**config.mk**
```make
export PLATFORM = sky130hd
export DESIGN_NAME = nlms_ctrl
export DESIGN_NICKNAME = d
export VERILOG_FILES = /design/src/rtl/nlms_pkg.sv /design/src/rtl/nlms_ctrl.sv
export SDC_FILE = /design/constraint.sdc
export NUM_CORES = 1
export LEC_CHECK = 0
export ABC_AREA = 1
export BUFFER_PORTS_ARGS = -buffer_cell sky130_fd_sc_hd__buf_2
export CORE_AREA = 4 4 41 43
export CTS_BUF_LIST = sky130_fd_sc_hd__clkbuf_16
export DETAILED_ROUTE_END_ITERATION = 10
export DIE_AREA = 0 0 45 47
export HOLD_SLACK_MARGIN = 0.1
export SYNTH_ARGS = -nofsm -noshare
export SYNTH_HDL_FRONTEND = slang
export SYNTH_SLANG_ARGS = --single-unit
```
**constraint.sdc**
```tcl
create_clock -name clk -period 1.6 [get_ports clk]
set_input_delay 0.32 -clock clk [delete_from_list [all_inputs] [get_ports clk]]
set_output_delay 0.32 -clock clk [all_outputs]
set_load 0.01 [all_outputs]
```
**src/rtl/nlms_pkg.sv**
```systemverilog
`default_nettype none
// ----------------------------------------------------------------------------
// nlms_pkg
// Shared constants, controller/datapath command and status words, and the
// saturation helpers of the NLMS adaptive FIR.
// ----------------------------------------------------------------------------
package nlms_pkg;

  localparam int DEF_TAPS = 128;
  localparam logic [23:0] STEP_RESET = 24'd1678;
  // Quotient bits of the weight increment; anything at or above 2^QB
  // saturates the weight regardless of its old value.
  localparam int QB = 32;

  typedef struct packed {
    logic clr;      // write zeros at the sweep index
    logic accept;   // take an input word, shift the delay line
    logic rd;       // read tap and weight at the current index
    logic mul;      // form products of the read tap
    logic acc;      // accumulate and advance
    logic est;      // form estimate and error
    logic mu;       // form mu * error
    logic umul;     // form mu * error * tap
    logic uprep;    // magnitude and divider set-up
    logic div;      // one quotient bit
    logic wb;       // write back the weight and advance
    logic load_out; // move the result into the output register
  } cmd_t;

  typedef struct packed {
    logic last_tap;
    logic energy_zero;
    logic div_last;
  } sts_t;

  function automatic logic signed [15:0] sat16(input logic signed [63:0] v);
    if (v > 64'sd32767) begin
      return 16'sh7fff;
    end else if (v < -64'sd32768) begin
      return 16'sh8000;
    end else begin
      return v[15:0];
    end
  endfunction

  function automatic logic signed [31:0] sat32(input logic signed [63:0] v);
    if (v > 64'sd2147483647) begin
      return 32'sh7fffffff;
    end else if (v < -64'sd2147483648) begin
      return 32'sh80000000;
    end else begin
      return v[31:0];
    end
  endfunction

endpackage
`default_nettype wire

```
**src/rtl/nlms_ctrl.sv**
```systemverilog
`default_nettype none
// ----------------------------------------------------------------------------
// nlms_ctrl
// Sequencer: clearing sweep after reset, filter pass, estimate, update pass
// with one serial division per tap, and the output handshake.
// ----------------------------------------------------------------------------
module nlms_ctrl (
  input  wire logic           clk,
  input  wire logic           rst,
  input  wire logic           in_valid,
  output logic                in_ready,
  output logic                out_valid,
  input  wire logic           out_ready,
  input  wire nlms_pkg::sts_t sts,
  output nlms_pkg::cmd_t      cmd
);

  localparam logic [3:0] S_CLEAR = 4'd0;
  localparam logic [3:0] S_IDLE  = 4'd1;
  localparam logic [3:0] S_RD    = 4'd2;
  localparam logic [3:0] S_MUL   = 4'd3;
  localparam logic [3:0] S_ACC   = 4'd4;
  localparam logic [3:0] S_EST   = 4'd5;
  localparam logic [3:0] S_MU    = 4'd6;
  localparam logic [3:0] S_URD   = 4'd7;
  localparam logic [3:0] S_UM1   = 4'd8;
  localparam logic [3:0] S_UM2   = 4'd9;
  localparam logic [3:0] S_DIV   = 4'd10;
  localparam logic [3:0] S_WB    = 4'd11;
  localparam logic [3:0] S_DONE  = 4'd12;

  logic [3:0] state, state_next;

  always_comb begin
    state_next = state;
    cmd        = '0;
    in_ready   = 1'b0;
    case (state)
      S_CLEAR: begin
        cmd.clr = 1'b1;
        if (sts.last_tap) state_next = S_IDLE;
      end
      S_IDLE: begin
        in_ready = 1'b1;
        if (in_valid) begin
          cmd.accept = 1'b1;
          state_next = S_RD;
        end
      end
      S_RD: begin
        cmd.rd     = 1'b1;
        state_next = S_MUL;
      end
      S_MUL: begin
        cmd.mul    = 1'b1;
        state_next = S_ACC;
      end
      S_ACC: begin
        cmd.acc    = 1'b1;
        state_next = sts.last_tap ? S_EST : S_RD;
      end
      S_EST: begin
        cmd.est    = 1'b1;
        state_next = sts.energy_zero ? S_DONE : S_MU;
      end
      S_MU: begin
        cmd.mu     = 1'b1;
        state_next = S_URD;
      end
      S_URD: begin
        cmd.rd     = 1'b1;
        state_next = S_UM1;
      end
      S_UM1: begin
        cmd.umul   = 1'b1;
        state_next = S_UM2;
      end
      S_UM2: begin
        cmd.uprep  = 1'b1;
        state_next = S_DIV;
      end
      S_DIV: begin
        cmd.div = 1'b1;
        if (sts.div_last) state_next = S_WB;
      end
      S_WB: begin
        cmd.wb     = 1'b1;
        state_next = sts.last_tap ? S_DONE : S_URD;
      end
      S_DONE: begin
        // hold until the output register is free
        if (!out_valid || out_ready) begin
          cmd.load_out = 1'b1;
          state_next   = S_IDLE;
        end
      end
      default: state_next = S_IDLE;
    endcase
  end

  always_ff @(posedge clk) begin
    if (rst) begin
      state     <= S_CLEAR;
      out_valid <= 1'b0;
    end else begin
      state <= state_next;
      if (cmd.load_out) begin
        out_valid <= 1'b1;
      end else if (out_ready) begin
        out_valid <= 1'b0;
      end
    end
  end

endmodule
`default_nettype wire

```
==> results.sh <==
export IMPL_yosysWarnings=0
export IMPL_cp_max_fo=6
export IMPL_synth_top_area_share_pct=20.4
export IMPL_reg2reg_to="state[3]"
export IMPL_nets=125
export IMPL_synthFlopType="dfxtp_1"
export IMPL_antenna_found_initial=0
export IMPL_synthArstFlopShare_pct=0
export IMPL_drive_gt1_share_pct=28.3
export IMPL_root_buffer="clkbuf_16"
export IMPL_cts_tree="yes"
export IMPL_holdPathEnd="state[1]"
export IMPL_rsz0062_at_grt="yes"
export IMPL_synth_most_common_cell="nand2_1"
export IMPL_crit_required_ns=1.28
export IMPL_drt_iter0_drc=19
export IMPL_yosys_top_cells_area="dfxtp_1 20%, nand2_1 15%, inv_1 15%"
export IMPL_register_area_um2=100
export IMPL_cts_sinks=5
export IMPL_finalClockSkew_ns=0.000871
export IMPL_worst_slack_ns=0.0185
export IMPL_period_share_pct=98.8
export IMPL_yosysSeqAreaShare_pct=20.4
export IMPL_place_gp_congestion=0.893
export IMPL_cap_violations=0
export IMPL_gr_total_overflow=0
export IMPL_yosysTopAreaCell="dfxtp_1"
export IMPL_syn_cell_area_um2=490
export IMPL_ant_nets=0
export IMPL_finalInstanceArea_um2=703
export IMPL_dp_slack_ns=0.0950
export IMPL_dieWidth_um=45
export IMPL_reg2regPathDepth=9
export IMPL_crit_type="reg -> out"
export IMPL_hold_viol=0
export IMPL_power_mw=0.696
export IMPL_synth_seq_cells=5
export IMPL_ioPinCount=21
export IMPL_n_antenna_cell=0
export IMPL_min_path_cells=2
export IMPL_outcome="finished, final reports clean"
export IMPL_first_pass_iters=4
export IMPL_syn2layout_area_growth_pct=43.4
export IMPL_gr_usage_all_layers_pct=15.0
export IMPL_cts_hold_fix_buffers=0
export IMPL_setup_viol_count_final=0
export IMPL_place_inst=124
export IMPL_p_per_area_nw_per_um2=990
export IMPL_hpwl_mm=1.08
export IMPL_synthCells=89
export IMPL_route_detailed_drc=0
export IMPL_synth_area_per_cell_um2=5.51
export IMPL_cts_buffers=3
export IMPL_synth_edf_count=0
export IMPL_worst_setup_path_start_kind="register"
export IMPL_num_vias=625
export IMPL_grt_max_degree=7
export IMPL_stdcell_count=128
export IMPL_row_count=13
export IMPL_io_buffers=20
export IMPL_clk_pin_slew_worst_paths_ns=0.03
export IMPL_hp_start="rst"
export IMPL_fillers=141
export IMPL_timing_rr_start="state[2]"
export IMPL_dieHeight_um=47
export IMPL_ir_drop_uv=586
export IMPL_start_util_pct=37.7
export IMPL_cts_max_path_buffers=2
export IMPL_cp_arrival_ns=1.26
export IMPL_routedWlPerCell_um=10.8
export IMPL_vias_per_cell=4.88
export IMPL_grt_pass1_vias=556
export IMPL_htreeDepth=1
export IMPL_worstSkewPairLatency_ns=0.23
export IMPL_max_freq_ghz=0.632
export IMPL_core_area_um2=1300
export IMPL_relSlewSlack_pct=76.5
export IMPL_synthesis_nets=100
export IMPL_dpl_cell_area_um2=609
export IMPL_finalCriticalPeriod_ns=1.58
export IMPL_reg2reg_slack_ns=0.13
export IMPL_slew_viol_final=0
export IMPL_p_leak_nw=0.449
export IMPL_synthTopCellsByCount="20 x nand2_1, 19 x inv_1, 17 x nor2_1"
export IMPL_routed_wl_mm=1.38
export IMPL_hold_path_class="in -> reg"
export IMPL_multi_input_area_um2=330
export IMPL_grt_pass1_wl_mm=2.21
export IMPL_worstMarginPinSlew_ns=0.352
export IMPL_worst_setup_path_end_kind="output port"
export IMPL_dieArea_um2=2120
export IMPL_synth_cell_types=14
==> placed cells by master, fill, tap and decap left out <==
| cell type | netlist | final |
|---|---|---|
| o21ai_0 | 1 | 1 |
| clkbuf_16 | 0 | 3 |
| buf_2 | 0 | 20 |
| dfxtp_1 | 5 | 5 |
| ha_1 | 4 | 2 |
| ha_2 | 0 | 2 |
| nor2_2 | 1 | 3 |
| nor3_1 | 2 | 1 |
| nand2_2 | 1 | 1 |
| a21o_1 | 1 | 1 |
| nand3_1 | 10 | 10 |
| nor2_1 | 17 | 15 |
| nor3_2 | 0 | 1 |
| nand2_1 | 20 | 20 |
| a21oi_1 | 6 | 6 |
| inv_1 | 19 | 20 |
| inv_2 | 1 | 1 |
| nor2_4 | 1 | 1 |
==> metrics by stage <==
| stage | hold WS, ns | util, % | setup TNS, ns |
|---|---|---|---|
| 2_1_floorplan | 0.389 | - | 0 |
| 3_3_place_gp | 0.499 | 46.8 | 0 |
| 3_5_place_dp | 0.498 | 46.8 | 0 |
| 4_1_cts | 0.316 | 53.3 | 0 |
| 5_1_grt | 0.321 | 54.0 | -0.132 |
| 6_report | 0.316 | 54.0 | 0 |
==> worst max path at each step <==
| stage | startpoint | endpoint | slack (ns) | cells past startpoint |
|---|---|---|---|---|
| final | state[3] | cmd[10] | 0.02 | 5 |
| after detailed placement | state[3] | state[0] | 0.09 | 8 |
| after CTS | state[3] | cmd[10] | 0.006 | 5 |
| after global routing | state[3] | cmd[10] | -0.06 | 5 |
| after global placement | state[3] | state[0] | 0.11 | 8 |
| after floorplan | state[2] | state[0] | 0.25 | 8 |
==> flip-flops by register name, indices dropped and copies added, names as in the netlist <==
| name | cells |
|---|---|
| state | 4 |
| out_valid | 1 |
==> layout make-up <==
cell class	count	share of cell area, %
clock buffers	3	10.7
clock inverters	1	0.534
inverters	20	10.7
multi-input cells	64	47.0
flip-flops and latches	5	14.2
well taps	15	2.67
repair buffers	20	14.2
==> timing repair <==
item,in CTS,in global routing
setup endpoints to repair,3,8
gates resized for setup,2,3
cloned,0,0
buffers inserted,0,0
==> where the power goes <==
| group | internal (mW) | switching, mW |
|---|---|---|
| Sequential | 0.132 | 0.0133 |
| Clock | 0.323 | 0.0807 |
| Combinational | 0.0540 | 0.0923 |
==> metal layers <==
layer	up-vias	routed length, µm	GRT usage, %
met2	12	704	25.1
li1	316	-	-
met5	-	0	0
met4	0	32	10.5
met1	292	563	15.8
met3	5	81	5.36
==> kinds of logic (layout without fill, tap and decap cells) <==
group	after synthesis	count (layout)	synth area share, %
flops	5	5	20.4
fa+ha+maj	4	4	10.2
compound gates	8	8	8.67
buf+inv	20	44	15.3
simple gates	52	52	45.4
==> critical path: stages, from the launching register on <==
cell     delay, ns
dfxtp_1       0.33
inv_1         0.09
ha_2          0.24
nand3_1       0.13
nor2_1        0.11
buf_2         0.13
No activity file was read; power rests on OpenSTA's default activity.
